[src/wsts_pkg.sv]
// ----------------------------------------------------------------------------
// wsts_pkg: shared types and constants of the WAVE stream parser
// Transaction structs for both channels, the queue entry and the code values.
// ----------------------------------------------------------------------------
`default_nettype none

package wsts_pkg;

   // One file byte and its end marker.
   typedef struct packed {
      logic [7:0] byte_in;
      logic       end_of_file;
   } req_type;

   // One result transaction.
   typedef struct packed {
      logic [1:0]         kind;
      logic signed [15:0] left;
      logic signed [15:0] right;
      logic [31:0]        rate_hz;
      logic [3:0]         status;
   } rsp_type;

   // Work handed from the parser to the sample decoder.
   typedef struct packed {
      logic        main_v;
      logic        main_info;
      logic [63:0] data;
      logic [1:0]  bps_m1;
      logic        is_float;
      logic        stereo;
      logic        stat_v;
      logic [3:0]  status;
   } entry_type;

   // Result kinds.
   localparam logic [1:0] KIND_FRAME  = 2'd0;
   localparam logic [1:0] KIND_INFO   = 2'd1;
   localparam logic [1:0] KIND_STATUS = 2'd2;

   // Status codes.
   localparam logic [3:0] ST_OK        = 4'd0;
   localparam logic [3:0] ST_TOO_SMALL = 4'd1;
   localparam logic [3:0] ST_BAD_MAGIC = 4'd2;
   localparam logic [3:0] ST_NO_FMT    = 4'd3;
   localparam logic [3:0] ST_NO_DATA   = 4'd4;
   localparam logic [3:0] ST_TAG       = 4'd5;
   localparam logic [3:0] ST_CHANNELS  = 4'd6;
   localparam logic [3:0] ST_BITS      = 4'd7;
   localparam logic [3:0] ST_ALIGN     = 4'd8;
   localparam logic [3:0] ST_TRUNCATED = 4'd9;

   // Chunk identifiers and format tags.
   localparam logic [31:0] TAG_FMT          = 32'h20746D66;
   localparam logic [31:0] TAG_DATA         = 32'h61746164;
   localparam logic [15:0] FMT_TAG_PCM      = 16'h0001;
   localparam logic [15:0] FMT_TAG_FLOAT    = 16'h0003;
   localparam logic [15:0] FMT_TAG_EXTENDED = 16'hFFFE;
   localparam logic [5:0]  MIN_FILE_BYTES   = 6'd44;

endpackage

`default_nettype wire

[src/wsts_front.sv]
// ----------------------------------------------------------------------------
// wsts_front: RIFF/WAVE chunk parser
// Walks the header and chunks one byte per cycle while the queue has room,
// and queues frames, format info and the final status for the decoder.
// ----------------------------------------------------------------------------
`default_nettype none

module wsts_front (
   input  wire logic                clock,
   input  wire logic                reset,
   input  wire logic                req_valid,
   output logic                     req_stall,
   input  wire wsts_pkg::req_type   req_data,
   input  wire logic                q_full,
   output logic                     push,
   output wsts_pkg::entry_type      push_entry
);
   import wsts_pkg::*;

   typedef enum logic [6:0] {
      PH_HEAD = 7'b0000001,
      PH_CHDR = 7'b0000010,
      PH_FMT  = 7'b0000100,
      PH_DATA = 7'b0001000,
      PH_SKIP = 7'b0010000,
      PH_PAD  = 7'b0100000,
      PH_HALT = 7'b1000000
   } phase_type;

   localparam logic [7:0] MAGIC [12] = '{8'h52, 8'h49, 8'h46, 8'h46, 8'h00, 8'h00,
                                         8'h00, 8'h00, 8'h57, 8'h41, 8'h56, 8'h45};

   logic        accept;
   logic [7:0]  b;
   logic [5:0]  cnt_ff, cnt_in;
   phase_type   phase_ff, phase_in;
   logic [31:0] tag_ff, tag_in, len_ff, len_in, left_ff, left_in;
   logic [15:0] fmt_tag_ff, fmt_tag_in, chans_ff, chans_in;
   logic [31:0] rate_ff, rate_in;
   logic [15:0] stride_ff, stride_in, bits_ff, bits_in;
   logic        seen_fmt_ff, seen_fmt_in, seen_data_ff, seen_data_in;
   logic [15:0] fpos_ff, fpos_in;
   logic [63:0] fbytes_ff, fbytes_in;
   logic        ext_v_ff, ext_v_in;
   logic [7:0]  ext_lo_ff, ext_lo_in;
   logic [3:0]  err_ff, err_in;

   logic [31:0] tag_n, len_n, off;
   logic [63:0] fb_n;
   logic [15:0] fpos_n, align;
   logic [18:0] need;
   logic        bits_ok;
   logic [3:0]  sd_err;
   logic        main_v, main_info, stat_v;
   logic [63:0] main_data;
   logic [3:0]  stat_code;

   // The parser takes a byte whenever the queue has room.
   assign req_stall = q_full;
   assign accept    = req_valid && !q_full;
   assign b         = req_data.byte_in;

   // Format checks made when a data chunk header completes.
   always_comb begin
      need    = {16'b0, bits_ff[5:3]} * {3'b0, chans_ff};
      align   = (stride_ff == 16'd0) ? need[15:0] : stride_ff;
      bits_ok = (bits_ff == 16'd8) || (bits_ff == 16'd16) ||
                (bits_ff == 16'd24) || (bits_ff == 16'd32);
      if (!seen_fmt_ff) begin
         sd_err = ST_NO_FMT;
      end else if (fmt_tag_ff != FMT_TAG_PCM && fmt_tag_ff != FMT_TAG_FLOAT) begin
         sd_err = ST_TAG;
      end else if (chans_ff == 16'd0) begin
         sd_err = ST_CHANNELS;
      end else if (!bits_ok) begin
         sd_err = ST_BITS;
      end else if ({3'b0, align} < need) begin
         sd_err = ST_ALIGN;
      end else begin
         sd_err = ST_OK;
      end
   end

   // Next state of the parser for one byte.
   always_comb begin
      cnt_in       = (cnt_ff == 6'h3F) ? cnt_ff : cnt_ff + 6'd1;
      phase_in     = phase_ff;
      tag_in       = tag_ff;
      len_in       = len_ff;
      left_in      = left_ff;
      fmt_tag_in   = fmt_tag_ff;
      chans_in     = chans_ff;
      rate_in      = rate_ff;
      stride_in    = stride_ff;
      bits_in      = bits_ff;
      seen_fmt_in  = seen_fmt_ff;
      seen_data_in = seen_data_ff;
      fpos_in      = fpos_ff;
      fbytes_in    = fbytes_ff;
      ext_v_in     = ext_v_ff;
      ext_lo_in    = ext_lo_ff;
      err_in       = err_ff;
      main_v       = 1'b0;
      main_info    = 1'b0;
      main_data    = '0;
      stat_v       = 1'b0;
      stat_code    = ST_OK;
      tag_n        = tag_ff;
      len_n        = len_ff;
      fb_n         = fbytes_ff;
      fpos_n       = fpos_ff + 16'd1;
      off          = len_ff - left_ff;

      unique case (phase_ff)
         PH_HEAD: begin
            if (cnt_ff < 6'd12 && (cnt_ff < 6'd4 || cnt_ff >= 6'd8) &&
                b != MAGIC[cnt_ff[3:0]]) begin
               err_in   = ST_BAD_MAGIC;
               phase_in = PH_HALT;
            end else if (cnt_ff >= 6'd11) begin
               phase_in = PH_CHDR;
               left_in  = '0;
            end
         end
         PH_CHDR: begin
            // Four tag bytes, then four little-endian length bytes.
            if (left_ff < 32'd4) begin
               tag_n = {b, tag_ff[31:8]};
               if (left_ff == 32'd0) begin
                  len_n = '0;
               end
            end else begin
               len_n[{left_ff[1:0], 3'b000} +: 8] = len_ff[{left_ff[1:0], 3'b000} +: 8] | b;
            end
            tag_in  = tag_n;
            len_in  = len_n;
            left_in = left_ff + 32'd1;
            if (left_ff[2:0] == 3'd7) begin
               left_in = '0;
               if (tag_n == TAG_FMT && len_n >= 32'd16) begin
                  left_in  = len_n;
                  ext_v_in = 1'b0;
                  phase_in = PH_FMT;
               end else if (tag_n == TAG_DATA && !seen_data_ff) begin
                  seen_data_in = 1'b1;
                  if (sd_err != ST_OK) begin
                     err_in = sd_err;
                     if (len_n == 32'd0) begin
                        phase_in = PH_CHDR;
                     end else begin
                        left_in  = len_n;
                        phase_in = PH_SKIP;
                     end
                  end else begin
                     stride_in = align;
                     fpos_in   = '0;
                     fbytes_in = '0;
                     main_v    = 1'b1;
                     main_info = 1'b1;
                     main_data = {32'b0, rate_ff};
                     if (len_n == 32'd0) begin
                        phase_in = PH_CHDR;
                     end else begin
                        left_in  = len_n;
                        phase_in = PH_DATA;
                     end
                  end
               end else if (len_n != 32'd0) begin
                  left_in  = len_n;
                  phase_in = PH_SKIP;
               end
            end
         end
         PH_FMT: begin
            // Capture the fields by their offset inside the chunk.
            if (off < 32'd2) begin
               fmt_tag_in[{off[0], 3'b000} +: 8] = b;
            end else if (off < 32'd4) begin
               chans_in[{off[0], 3'b000} +: 8] = b;
            end else if (off < 32'd8) begin
               rate_in[{off[1:0], 3'b000} +: 8] = b;
            end else if (off == 32'd12 || off == 32'd13) begin
               stride_in[{off[0], 3'b000} +: 8] = b;
            end else if (off == 32'd14 || off == 32'd15) begin
               bits_in[{off[0], 3'b000} +: 8] = b;
            end else if (off == 32'd24) begin
               if (fmt_tag_ff == FMT_TAG_EXTENDED && len_ff >= 32'd40) begin
                  ext_v_in  = 1'b1;
                  ext_lo_in = b;
               end
            end else if (off == 32'd25) begin
               if (ext_v_ff) begin
                  fmt_tag_in = {b, ext_lo_ff};
               end
            end
            left_in = left_ff - 32'd1;
            if (left_ff == 32'd1) begin
               seen_fmt_in = 1'b1;
               ext_v_in    = 1'b0;
               left_in     = '0;
               phase_in    = len_ff[0] ? PH_PAD : PH_CHDR;
            end
         end
         PH_DATA: begin
            // Collect the first eight bytes of the frame.
            if (fpos_ff < 16'd8) begin
               fb_n[{fpos_ff[2:0], 3'b000} +: 8] = fbytes_ff[{fpos_ff[2:0], 3'b000} +: 8] | b;
            end
            if (fpos_n == stride_ff) begin
               main_v    = 1'b1;
               main_data = fb_n;
               fpos_in   = '0;
               fbytes_in = '0;
            end else begin
               fpos_in   = fpos_n;
               fbytes_in = fb_n;
            end
            left_in = left_ff - 32'd1;
            if (left_ff == 32'd1) begin
               fpos_in   = '0;
               fbytes_in = '0;
               left_in   = '0;
               phase_in  = len_ff[0] ? PH_PAD : PH_CHDR;
            end
         end
         PH_SKIP: begin
            left_in = left_ff - 32'd1;
            if (left_ff == 32'd1) begin
               phase_in = len_ff[0] ? PH_PAD : PH_CHDR;
            end
         end
         PH_PAD: begin
            phase_in = PH_CHDR;
            left_in  = '0;
         end
         PH_HALT: begin
            phase_in = PH_HALT;
         end
         default: begin
            phase_in = PH_HALT;
         end
      endcase

      // The final byte reports a status and returns the parser to reset.
      if (req_data.end_of_file) begin
         stat_v = 1'b1;
         if (cnt_in < MIN_FILE_BYTES) begin
            stat_code = ST_TOO_SMALL;
         end else if (err_in != ST_OK) begin
            stat_code = err_in;
         end else if (!seen_data_in) begin
            stat_code = seen_fmt_in ? ST_NO_DATA : ST_NO_FMT;
         end else if (phase_in == PH_DATA && left_in != 32'd0) begin
            stat_code = ST_TRUNCATED;
         end
         cnt_in       = '0;
         phase_in     = PH_HEAD;
         tag_in       = '0;
         len_in       = '0;
         left_in      = '0;
         fmt_tag_in   = '0;
         chans_in     = '0;
         rate_in      = '0;
         stride_in    = '0;
         bits_in      = '0;
         seen_fmt_in  = 1'b0;
         seen_data_in = 1'b0;
         fpos_in      = '0;
         fbytes_in    = '0;
         ext_v_in     = 1'b0;
         err_in       = ST_OK;
      end
   end

   // Queue entry for this byte.
   always_comb begin
      push                = accept && (main_v || stat_v);
      push_entry.main_v    = main_v;
      push_entry.main_info = main_info;
      push_entry.data      = main_data;
      push_entry.bps_m1    = 2'(bits_ff[5:3] - 3'd1);
      push_entry.is_float  = (fmt_tag_ff == FMT_TAG_FLOAT) && (bits_ff[5:3] == 3'd4);
      push_entry.stereo    = (chans_ff >= 16'd2);
      push_entry.stat_v    = stat_v;
      push_entry.status    = stat_code;
   end

   // Parser registers.
   always_ff @(posedge clock) begin
      if (reset) begin
         cnt_ff       <= '0;
         phase_ff     <= PH_HEAD;
         tag_ff       <= '0;
         len_ff       <= '0;
         left_ff      <= '0;
         fmt_tag_ff   <= '0;
         chans_ff     <= '0;
         rate_ff      <= '0;
         stride_ff    <= '0;
         bits_ff      <= '0;
         seen_fmt_ff  <= 1'b0;
         seen_data_ff <= 1'b0;
         fpos_ff      <= '0;
         fbytes_ff    <= '0;
         ext_v_ff     <= 1'b0;
         ext_lo_ff    <= '0;
         err_ff       <= ST_OK;
      end else if (accept) begin
         cnt_ff       <= cnt_in;
         phase_ff     <= phase_in;
         tag_ff       <= tag_in;
         len_ff       <= len_in;
         left_ff      <= left_in;
         fmt_tag_ff   <= fmt_tag_in;
         chans_ff     <= chans_in;
         rate_ff      <= rate_in;
         stride_ff    <= stride_in;
         bits_ff      <= bits_in;
         seen_fmt_ff  <= seen_fmt_in;
         seen_data_ff <= seen_data_in;
         fpos_ff      <= fpos_in;
         fbytes_ff    <= fbytes_in;
         ext_v_ff     <= ext_v_in;
         ext_lo_ff    <= ext_lo_in;
         err_ff       <= err_in;
      end
   end

`ifndef SYNTHESIS
   a_frame_needs_data: assert property (@(posedge clock) disable iff (reset)
      (push && push_entry.main_v && !push_entry.main_info) |-> (phase_ff == PH_DATA))
      else $error("frame queued outside a data chunk");
`endif

endmodule

`default_nettype wire

[src/wsts_queue.sv]
// ----------------------------------------------------------------------------
// wsts_queue: small queue between the parser and the decoder
// Register file with read and write pointers and an occupancy count.
// ----------------------------------------------------------------------------
`default_nettype none

module wsts_queue #(
   parameter int DEPTH = 4
) (
   input  wire logic                clock,
   input  wire logic                reset,
   input  wire logic                push,
   input  wire wsts_pkg::entry_type push_entry,
   output logic                     full,
   input  wire logic                pop,
   output logic                     pop_valid,
   output wsts_pkg::entry_type      pop_entry
);
   import wsts_pkg::*;

   localparam int PTR_W = (DEPTH > 1) ? $clog2(DEPTH) : 1;
   localparam int CNT_W = $clog2(DEPTH + 1);
   localparam logic [PTR_W-1:0] LAST  = PTR_W'(DEPTH - 1);
   localparam logic [CNT_W-1:0] LIMIT = CNT_W'(DEPTH);

   entry_type        mem_ff [DEPTH];
   logic [PTR_W-1:0] wr_ff, wr_in, rd_ff, rd_in;
   logic [CNT_W-1:0] cnt_ff, cnt_in;
   logic             do_pop;

   assign full      = (cnt_ff == LIMIT);
   assign pop_valid = (cnt_ff != '0);
   assign pop_entry = mem_ff[rd_ff];
   assign do_pop    = pop && pop_valid;

   // Pointer and count update.
   always_comb begin
      wr_in  = push ? ((wr_ff == LAST) ? '0 : wr_ff + PTR_W'(1)) : wr_ff;
      rd_in  = do_pop ? ((rd_ff == LAST) ? '0 : rd_ff + PTR_W'(1)) : rd_ff;
      cnt_in = cnt_ff + CNT_W'(push) - CNT_W'(do_pop);
   end

   always_ff @(posedge clock) begin
      if (reset) begin
         wr_ff  <= '0;
         rd_ff  <= '0;
         cnt_ff <= '0;
      end else begin
         wr_ff  <= wr_in;
         rd_ff  <= rd_in;
         cnt_ff <= cnt_in;
      end
   end

   // Entry storage.
   always_ff @(posedge clock) begin
      if (push) begin
         mem_ff[wr_ff] <= push_entry;
      end
   end

`ifndef SYNTHESIS
   a_no_overflow: assert property (@(posedge clock) disable iff (reset) push |-> !full)
      else $error("queue written while full");
   a_count_bound: assert property (@(posedge clock) disable iff (reset) cnt_ff <= LIMIT)
      else $error("queue count beyond depth");
`endif

endmodule

`default_nettype wire

[src/wsts_back.sv]
// ----------------------------------------------------------------------------
// wsts_back: sample decoder and result sequencer
// Turns queued frames into 16-bit samples in two stages and sends the frame or
// format info first and the status second.
// ----------------------------------------------------------------------------
`default_nettype none

module wsts_back (
   input  wire logic                clock,
   input  wire logic                reset,
   input  wire logic                pop_valid,
   input  wire wsts_pkg::entry_type pop_entry,
   output logic                     pop,
   output logic                     rsp_valid,
   input  wire logic                rsp_stall,
   output wsts_pkg::rsp_type        rsp_data
);
   import wsts_pkg::*;

   // Integer PCM sample of one channel word.
   function automatic logic [15:0] int_sample(input logic [31:0] w, input logic [1:0] bps_m1);
      logic [15:0] s;
      case (bps_m1)
         2'd0:    s = {~w[7], w[6:0], 8'h00};
         2'd1:    s = w[15:0];
         2'd2:    s = w[23:8];
         default: s = w[31:16];
      endcase
      return s;
   endfunction

   // Finish a float sample from its word and the mantissa times 32767.
   function automatic logic [15:0] float_sample(input logic [31:0] w, input logic [38:0] q);
      logic [7:0]  e;
      logic        rnd;
      logic [24:0] hi;
      logic [40:0] al;
      logic [5:0]  sh;
      logic [15:0] mag;
      e   = w[30:23];
      rnd = 1'b0;
      hi  = '0;
      al  = '0;
      sh  = '0;
      mag = '0;
      if (e == 8'hFF && w[22:0] != 23'd0) begin
         mag = '0;
      end else if (e >= 8'd127) begin
         mag = 16'd32767;
      end else if (e < 8'd112) begin
         mag = '0;
      end else begin
         // Round the product to 24 significant bits, ties to even.
         if (q[38]) begin
            hi  = {1'b0, q[38:15]};
            rnd = q[14] && (q[13:0] != 14'd0 || q[15]);
            al  = ({16'b0, hi} + 41'(rnd)) << 15;
         end else begin
            hi  = q[38:14];
            rnd = q[13] && (q[12:0] != 13'd0 || q[14]);
            al  = ({16'b0, hi} + 41'(rnd)) << 14;
         end
         sh  = 6'(8'd150 - e);
         al  = al >> sh;
         mag = al[15:0];
      end
      return w[31] ? 16'(16'd0 - mag) : mag;
   endfunction

   logic        s1_v_ff, s1_v_in;
   entry_type   s1_e_ff;
   logic [31:0] s1_wl_ff, s1_wr_ff, word_l, word_r;
   logic [38:0] s1_ql_ff, s1_qr_ff, q_l, q_r;
   logic [2:0]  base;
   logic        s1_adv, out_free, rsp_take;
   logic [15:0] smp_l, smp_r;
   logic        main_v_ff, main_v_in, stat_v_ff, stat_v_in;
   rsp_type     main_ff, main_in;
   logic [3:0]  stat_ff;

   assign rsp_take = rsp_valid && !rsp_stall;
   assign out_free = (!main_v_ff && !stat_v_ff) || (rsp_take && !(main_v_ff && stat_v_ff));
   assign s1_adv   = !s1_v_ff || out_free;
   assign pop      = s1_adv && pop_valid;
   assign s1_v_in  = pop_valid;

   // Stage one: pick the channel words and multiply the float mantissas.
   always_comb begin
      base   = 3'(pop_entry.bps_m1) + 3'd1;
      word_l = pop_entry.data[31:0];
      word_r = pop_entry.data[{base, 3'b000} +: 32];
      q_l    = 39'({1'b1, word_l[22:0]} * 15'd32767);
      q_r    = 39'({1'b1, word_r[22:0]} * 15'd32767);
   end

   always_ff @(posedge clock) begin
      if (reset) begin
         s1_v_ff <= 1'b0;
      end else if (s1_adv) begin
         s1_v_ff <= s1_v_in;
      end
   end

   always_ff @(posedge clock) begin
      if (s1_adv) begin
         s1_e_ff  <= pop_entry;
         s1_wl_ff <= word_l;
         s1_wr_ff <= word_r;
         s1_ql_ff <= q_l;
         s1_qr_ff <= q_r;
      end
   end

   // Stage two: finish the samples and build the main result.
   always_comb begin
      smp_l = s1_e_ff.is_float ? float_sample(s1_wl_ff, s1_ql_ff)
                               : int_sample(s1_wl_ff, s1_e_ff.bps_m1);
      smp_r = !s1_e_ff.stereo ? smp_l :
              s1_e_ff.is_float ? float_sample(s1_wr_ff, s1_qr_ff)
                               : int_sample(s1_wr_ff, s1_e_ff.bps_m1);
      main_in = '0;
      if (s1_e_ff.main_info) begin
         main_in.kind    = KIND_INFO;
         main_in.rate_hz = s1_e_ff.data[31:0];
      end else begin
         main_in.kind  = KIND_FRAME;
         main_in.left  = smp_l;
         main_in.right = smp_r;
      end
   end

   // Output stage: the main result leaves before the status.
   always_comb begin
      main_v_in = main_v_ff;
      stat_v_in = stat_v_ff;
      if (s1_v_ff && out_free) begin
         main_v_in = s1_e_ff.main_v;
         stat_v_in = s1_e_ff.stat_v;
      end else if (rsp_take) begin
         if (main_v_ff) begin
            main_v_in = 1'b0;
         end else begin
            stat_v_in = 1'b0;
         end
      end
   end

   always_ff @(posedge clock) begin
      if (reset) begin
         main_v_ff <= 1'b0;
         stat_v_ff <= 1'b0;
      end else begin
         main_v_ff <= main_v_in;
         stat_v_ff <= stat_v_in;
      end
   end

   always_ff @(posedge clock) begin
      if (s1_v_ff && out_free) begin
         main_ff <= main_in;
         stat_ff <= s1_e_ff.status;
      end
   end

   always_comb begin
      rsp_valid = main_v_ff || stat_v_ff;
      if (main_v_ff) begin
         rsp_data = main_ff;
      end else begin
         rsp_data        = '0;
         rsp_data.kind   = KIND_STATUS;
         rsp_data.status = stat_ff;
      end
   end

`ifndef SYNTHESIS
   a_main_first: assert property (@(posedge clock) disable iff (reset)
      main_v_ff |-> (rsp_data.kind != KIND_STATUS))
      else $error("status shown ahead of the main result");
   a_status_kept: assert property (@(posedge clock) disable iff (reset)
      (main_v_ff && stat_v_ff && rsp_take) |=> (stat_v_ff && !main_v_ff))
      else $error("status lost after the main result left");
`endif

endmodule

`default_nettype wire

[src/wav_stream_to_stereo16.sv]
// ----------------------------------------------------------------------------
// wav_stream_to_stereo16: RIFF/WAVE byte stream to 16-bit stereo frames
// Top level: parser, entry queue and sample decoder.
// ----------------------------------------------------------------------------
// Usage: file bytes enter on the req_ channel, one per transaction, with
// end_of_file set on the last byte. Results leave on the rsp_ channel: a
// format-info transaction when the data chunk starts, one frame transaction
// per complete frame, and one status transaction after the last byte.
// Throughput is one byte per cycle while the queue has room. A byte that
// yields both a frame or format info and the status needs two transactions,
// which the entry queue absorbs. From an accepted byte to its first result,
// the parser writes the queue, the decoder multiplies float mantissas in its
// first stage and rounds and shifts into the output register in its second.
// Reset returns the parser to the header phase and empties the queue and the
// output register. When the receiver stalls, results wait in the output
// register and the queue; req_stall rises only once the queue is full.
// After each status the parser is ready for the next file.
// ----------------------------------------------------------------------------
`default_nettype none

module wav_stream_to_stereo16 #(
   parameter int QUEUE_DEPTH = 4
) (
   input  wire logic              clock,
   input  wire logic              reset,
   input  wire logic              req_valid,
   output logic                   req_stall,
   input  wire wsts_pkg::req_type req_data,
   output logic                   rsp_valid,
   input  wire logic              rsp_stall,
   output wsts_pkg::rsp_type      rsp_data
);
   import wsts_pkg::*;

   entry_type push_entry, pop_entry;
   logic      push, q_full, pop, pop_valid;

   wsts_front u_front (
      .clock      (clock),
      .reset      (reset),
      .req_valid  (req_valid),
      .req_stall  (req_stall),
      .req_data   (req_data),
      .q_full     (q_full),
      .push       (push),
      .push_entry (push_entry)
   );

   wsts_queue #(
      .DEPTH (QUEUE_DEPTH)
   ) u_queue (
      .clock      (clock),
      .reset      (reset),
      .push       (push),
      .push_entry (push_entry),
      .full       (q_full),
      .pop        (pop),
      .pop_valid  (pop_valid),
      .pop_entry  (pop_entry)
   );

   wsts_back u_back (
      .clock     (clock),
      .reset     (reset),
      .pop_valid (pop_valid),
      .pop_entry (pop_entry),
      .pop       (pop),
      .rsp_valid (rsp_valid),
      .rsp_stall (rsp_stall),
      .rsp_data  (rsp_data)
   );

endmodule

`default_nettype wire

[config.mk]
export PLATFORM = sky130hd
export DESIGN_NAME = wav_stream_to_stereo16
export DESIGN_NICKNAME = d
export VERILOG_FILES = /design/src/wsts_pkg.sv /design/src/wsts_front.sv /design/src/wsts_queue.sv /design/src/wsts_back.sv /design/src/wav_stream_to_stereo16.sv
export SDC_FILE = /design/constraint.sdc
export NUM_CORES = 2
export LEC_CHECK = 0
export BUFFER_PORTS_ARGS = -buffer_cell sky130_fd_sc_hd__buf_2
export CORE_UTILIZATION = 40
export CTS_CLUSTER_SIZE = 8
export DETAILED_ROUTE_END_ITERATION = 8
export GPL_ROUTABILITY_DRIVEN = 0
export PLACE_DENSITY = 0.59
export RECOVER_POWER = 50
export SLEW_MARGIN = 20
export SYNTH_ARGS = -nofsm -noshare
export SYNTH_HDL_FRONTEND = slang
export SYNTH_SLANG_ARGS = --single-unit
[constraint.sdc]
create_clock -name clock -period 11.4 [get_ports clock]
set_input_delay 2.28 -clock clock [delete_from_list [all_inputs] [get_ports clock]]
set_output_delay 2.28 -clock clock [all_outputs]
set_load 0.1 [all_outputs]
Word-level counts from Yosys, hierarchy flattened
Memories as Yosys holds them, arrays and structs flattened. A register that Yosys moved wholly into a read port is not among the register bits.
Index checks and enable logic that the tools add are counted.
Storage, ports and cells
  memories kept: 2
  memory bits (read-only): 128
  word-level logic and storage cells: 437
  register bits after elaboration: 565
  output and inout port bits: 72
  memory bits (writable): 300
  bits of input ports: 13
Memories
  u_queue.mem_ff: words 4, width 75, rd ports 1, clocked after Yosys merged registers in 1, wr ports 1, RTL line wsts_queue.sv:26  | entry_type mem_ff [DEPTH];
  (name not given): words 16, width 8, rd ports 1, clocked after Yosys merged registers in 0, wr ports 0, RTL line wsts_front.sv:117  | b != MAGIC[cnt_ff[3:0]]) begin
Operators by class
  equal/unequal tests: 62
  order comparisons: 19
  shift-type cells: 13
  reduce and logical (&&, ||, !) cells: 82
  multiply operators: 3
  bitwise logic cells: 10
  $add $sub $neg: 23
  multiplexer cells: 183
Operators by type and width (count)
  two-way mux 16 bit: 49
  two-way mux 32 bit: 24
  two-way mux 64 bit: 12
  two-way mux 41 bit: 8
  case mux 64 bit (2 select lines): 2
  case mux 32 bit (5 select lines): 1
  == test 32 x 4 -> 1 bit, second input constant: 4
  case mux 16 bit (3 select lines): 2
  >> shifter 41 x 6 -> 16 bit: 2
  multiplier 24 x 15 -> 39 bit, second input constant: 2
  two-way mux 70 bit: 1
  two-way mux 4 bit: 17
  bitwise mux 16 bit: 4
  bitwise mux 32 bit: 2
  bitwise mux 64 bit: 1
  == test 32 x 5 -> 1 bit, second input constant: 2
  zero test 32 bit: 2
  < comparator 32 x 3 -> 1 bit, second input constant: 2
  case mux 16 bit (2 select lines): 2
  nonzero test 32 bit: 2
  variable shift 8 x 7 -> 32 bit, first input constant: 2
  variable shift 8 x 8 -> 64 bit, first input constant: 1
  variable part select 64 x 7 -> 32 bit: 1
  variable part select 64 x 7 -> 8 bit: 1
  99 further kinds: 249

Depth between registers and ports, before layout
  depth in word-level cells: 21
  mapped depth: 31
  mapped depth without buffers: 29

Hierarchy
Synthesis repeated with hierarchy kept, for this count alone.
Unflattened totals
  cell total of the unflattened synthesis: 6915
  area total of the unflattened synthesis: 65875.7 um^2
By module, submodules not included
  wsts_back: seq. area each 6666.4 um^2, instances 1, cells each 3230, area an instance 30674.4 um^2
  wsts_front: seq. area each 6005.8 um^2, instances 1, cells each 3247, area an instance 23887.9 um^2
  wsts_queue: seq. area each 9188.8 um^2, instances 1, cells each 438, area an instance 11313.4 um^2

Least setup slack after synthesis
No wires, ideal clock.
  kind: register to register
  start point: register with a tool-made name
  end point: register u_back.s1_ql_ff[38], data pin
  slack: 1817 ps
  required time: 11140 ps
  arrival: 9323 ps
  library setup time: 260 ps
  buffers on the path: 4
  period minus slack after synthesis: 9583 ps
  stages on the path, launching flop included: 25
  cell sequence: dfxtp_1 -> buf_1 -> buf_1 -> buf_1 -> clkbuf_1 -> mux4_2 -> fa_1 -> fa_1 -> inv_1 -> fa_1 -> fa_1 -> fa_1 -> inv_1 -> fa_1 -> ha_1 -> or3_1 -> a2111oi_0 -> nor4_1 -> or3_1 -> a311oi_1 -> o221a_2 -> a21oi_1 -> a211o_1 -> a21oi_1 -> xnor2_1
RTL lines
  end signal, assigned: RTL line wsts_back.sv:109  | s1_ql_ff <= q_l;
  end, declared: RTL line wsts_back.sv:73  | logic [38:0] s1_ql_ff, s1_qr_ff, q_l, q_r;

==> results.ini <==
[global_routing]
met2_usage_pct=39.9
use_met3_pct=4.81
grt_max_degree=101
grt_use_total_pct=25.1
antenna_found_initial=6
grt_pass1_vias=52200
grt_pass1_wl_mm=320
grtUsageMet1_pct=33.9
grt.busiest_layer=met2
overflow=0

[synth]
avgSynthCellArea_sq_um=9.66
synthFlopType=edfxtp_1
synthesis.area_sq_um=64500
yosysMostFrequentCell=inv_1
yosysSeqAreaShare_pct=33.9
async_reset_ff_share_pct=0
synth_area_leader_cell=edfxtp_1
synth.area.top_cells=edfxtp_1 24%, fa_1 11%, dfxtp_1 9.7%, ha_1 5.6%, mux4_2 4.3%
ys_warn_count=0
syn_nets=7342
synth-seq-cells=832
synthDistinctLibCells=99
synthCells=6678
yosys-top-cells-count=569 x inv_1, 565 x nor2_1, 520 x edfxtp_1
synth_edf_count=520
yosysTopAreaCellShare_pct=24.2

[setup_path]
end_kind=register
crit_path_end=u_back.s1_qr_ff[37]
crit_type=register to register
r2r-end=u_back.s1_qr_ff[37]
arrival_ns=10.30
reg2reg_slack_ns=1.55
reg2reg_depth=27
startpoint_type=register
cp_slowest_cell=mux4_2
path_max_fanout=38
cp.required_ns=11.86
critPathMaxStageDelay_ns=1.03

[timing]
maxSlewViolCount=711
tightest_slew_ns=4.15
rsz0062_at_grt=no
finalSetupTns_ns=0
finalCriticalPeriod_ns=9.85
fmax_mhz=102
clock-skew-final_ns=0.0586
fin_crit_sh_pct=86.4
hold_viol=0
hold_ws_ns=0.423
finalSetupViolations=0
slew_headroom_pct=-177

[clocking]
htree_levels=3
cts_tree=done
numCtsBuffers=118
cts-root-buf=clkbuf_16
postCtsHoldBufs=0
cts_buffer_depth=3
cts_setup_buffers=0
clock_latency_ns=0.77
path_clk_slew_ns=0.05
clock_sinks=832
cts_resized=0

[final_layout]
regArea_sq_um=21900
final_util_pct=44.0
n_fill_cell=15300
areaGrowthSynthToFinish_pct=8.77
multi_input_area_sq_um=39100
nNetsFinal=7242
post_route_cells_drive_above_1_share_pct=7.20

[outcome]
failed_checks=capacitance limit, slew limit
status=finished, violations left

[route]
wl_mm=209
drt_iter0_markers=6311
avgRoutedWirePerCell_um=23.8
avgViaCountPerCell=6.15
vias=54000
dr.pass1.iters=7
postRouteAntennaNets=0
drc=0

[floorplanning]
initial_core_util_pct=40.5
ioPinCount=85
die_x_um=404
design.core.area_sq_um=159000
num_rows=146
die_h_um=404
dieArea_sq_um=163000

[placed_design]
port_buffers=84
detailed_place_hpwl_mm=156

[worst_hold_path]
holdCritPathClass=register to register

[job]
cap_violations=13

==> how the worst min path moves through the flow <==
stage,start,end,slack [ns],cells after the start
after global routing,u_back.s1_e_ff[3],u_back.stat_ff[3],0.44,0
after CTS,u_back.s1_e_ff[3],u_back.stat_ff[3],0.42,0
after detailed placement,u_back.s1_e_ff[3],u_back.stat_ff[3],0.41,0
after global placement,u_back.s1_e_ff[3],u_back.stat_ff[3],0.41,0
final,u_back.s1_e_ff[3],u_back.stat_ff[3],0.42,0
after floorplan,u_back.s1_e_ff[0],u_back.stat_ff[0],0.40,0
==> routing by layer <==
| layer | vias to the layer above | wire length, um |
|---|---|---|
| li1 | 24400 | - |
| met1 | 26400 | 87700 |
| met2 | 2669 | 94600 |
| met3 | 534 | 18600 |
| met4 | 6 | 8130 |
| met5 | - | 47 |
==> flip-flops by register name (all words and copies together) (netlist names), 8 cells and up, named ones only <==
register / flops
u_front.tag_ff: 32
u_queue.mem_ff: 300
u_front.chans_ff: 16
u_front.fmt_tag_ff: 16
u_front.len_ff: 32
u_back.s1_e_ff: 42
u_front.rate_ff: 32
u_front.ext_lo_ff: 8
u_back.main_ff: 65
u_back.s1_qr_ff: 39
u_front.bits_ff: 16
u_front.left_ff: 32
u_front.stride_ff: 16
u_front.fpos_ff: 16
u_front.fbytes_ff: 64
u_back.s1_wr_ff: 31
u_back.s1_ql_ff: 39
==> through the flow <==
| stage | cell area (sq um) | cells | setup slack, ns |
|---|---|---|---|
| 2_1_floorplan | 64500 | 6678 | 1.82 |
| 3_3_place_gp | 66900 | 8603 | 1.93 |
| 3_5_place_dp | 66900 | 8603 | 2.00 |
| 4_1_cts | 70300 | 8785 | 1.94 |
| 5_1_grt | 70100 | 8786 | 1.00 |
| 6_report | 70100 | 8789 | 1.55 |
==> cells by family after synthesis <==
family	count (synthesis)	synth area share, %
AND/OR/NAND/NOR	2127	16.7
XOR/XNOR	178	2.42
multiplexers	281	6.85
flip-flops	832	33.9
adder cells (fa/ha/maj)	652	16.9
AO/OA/AOI/OAI	1641	17.6
buffers and inverters	967	5.68
==> layout make-up <==
type | count | share of cell area, %
multi-input cells | 4879 | 55.7
flip-flops and latches | 832 | 31.2
clock buffers | 169 | 4.57
well taps | 2146 | 3.83
inverters | 577 | 3.09
repair buffers | 170 | 1.33
clock inverters | 13 | 0.312
diodes | 3 | 0.0107
==> layout by cell type, fill, tap and decap left out, types with 29 or more instances in the layout <==
| master | count |
|---|---|
| xnor2_1 | 124 |
| nand2_1 | 465 |
| clkbuf_1 | 136 |
| nand4_1 | 107 |
| mux2i_1 | 113 |
| inv_1 | 569 |
| o22ai_1 | 73 |
| and4_1 | 30 |
| a221oi_1 | 29 |
| a21o_1 | 76 |
| xor2_1 | 50 |
| nor4_1 | 98 |
| a31oi_1 | 71 |
| or2_2 | 35 |
| o2111ai_1 | 35 |
| nor2b_1 | 58 |
| nand3_1 | 157 |
| o211ai_1 | 58 |
| and2_1 | 133 |
| dfxtp_1 | 311 |
| o21ai_0 | 255 |
| nor2_1 | 562 |
| a21oi_1 | 317 |
| buf_4 | 68 |
| o32ai_1 | 29 |
| fa_1 | 363 |
| o21a_1 | 48 |
| nor3_1 | 142 |
| a22oi_1 | 123 |
| nand2b_1 | 42 |
| and3_1 | 86 |
| mux4_2 | 124 |
| clkbuf_16 | 119 |
| ha_1 | 288 |
| or3_1 | 60 |
| a211oi_1 | 116 |
| mux2_2 | 32 |
| edfxtp_1 | 520 |
| o31ai_1 | 43 |
==> worst max-delay path: cells and delay by family (launching register included) <==
family                     cells  cell delay [ns]
and+or+nand+nor                1             0.29
AOI/OAI and AO/OA              9             2.29
xor gates and xnor gates       1             0.15
adders and majority gates      7             3.49
buffers and inverters          7             1.26
DFF                            1             0.61
muxes                          2             1.45
Power is not shown: default switching activity piles up to over one toggle a cycle in this logic, so the estimate is an artifact.
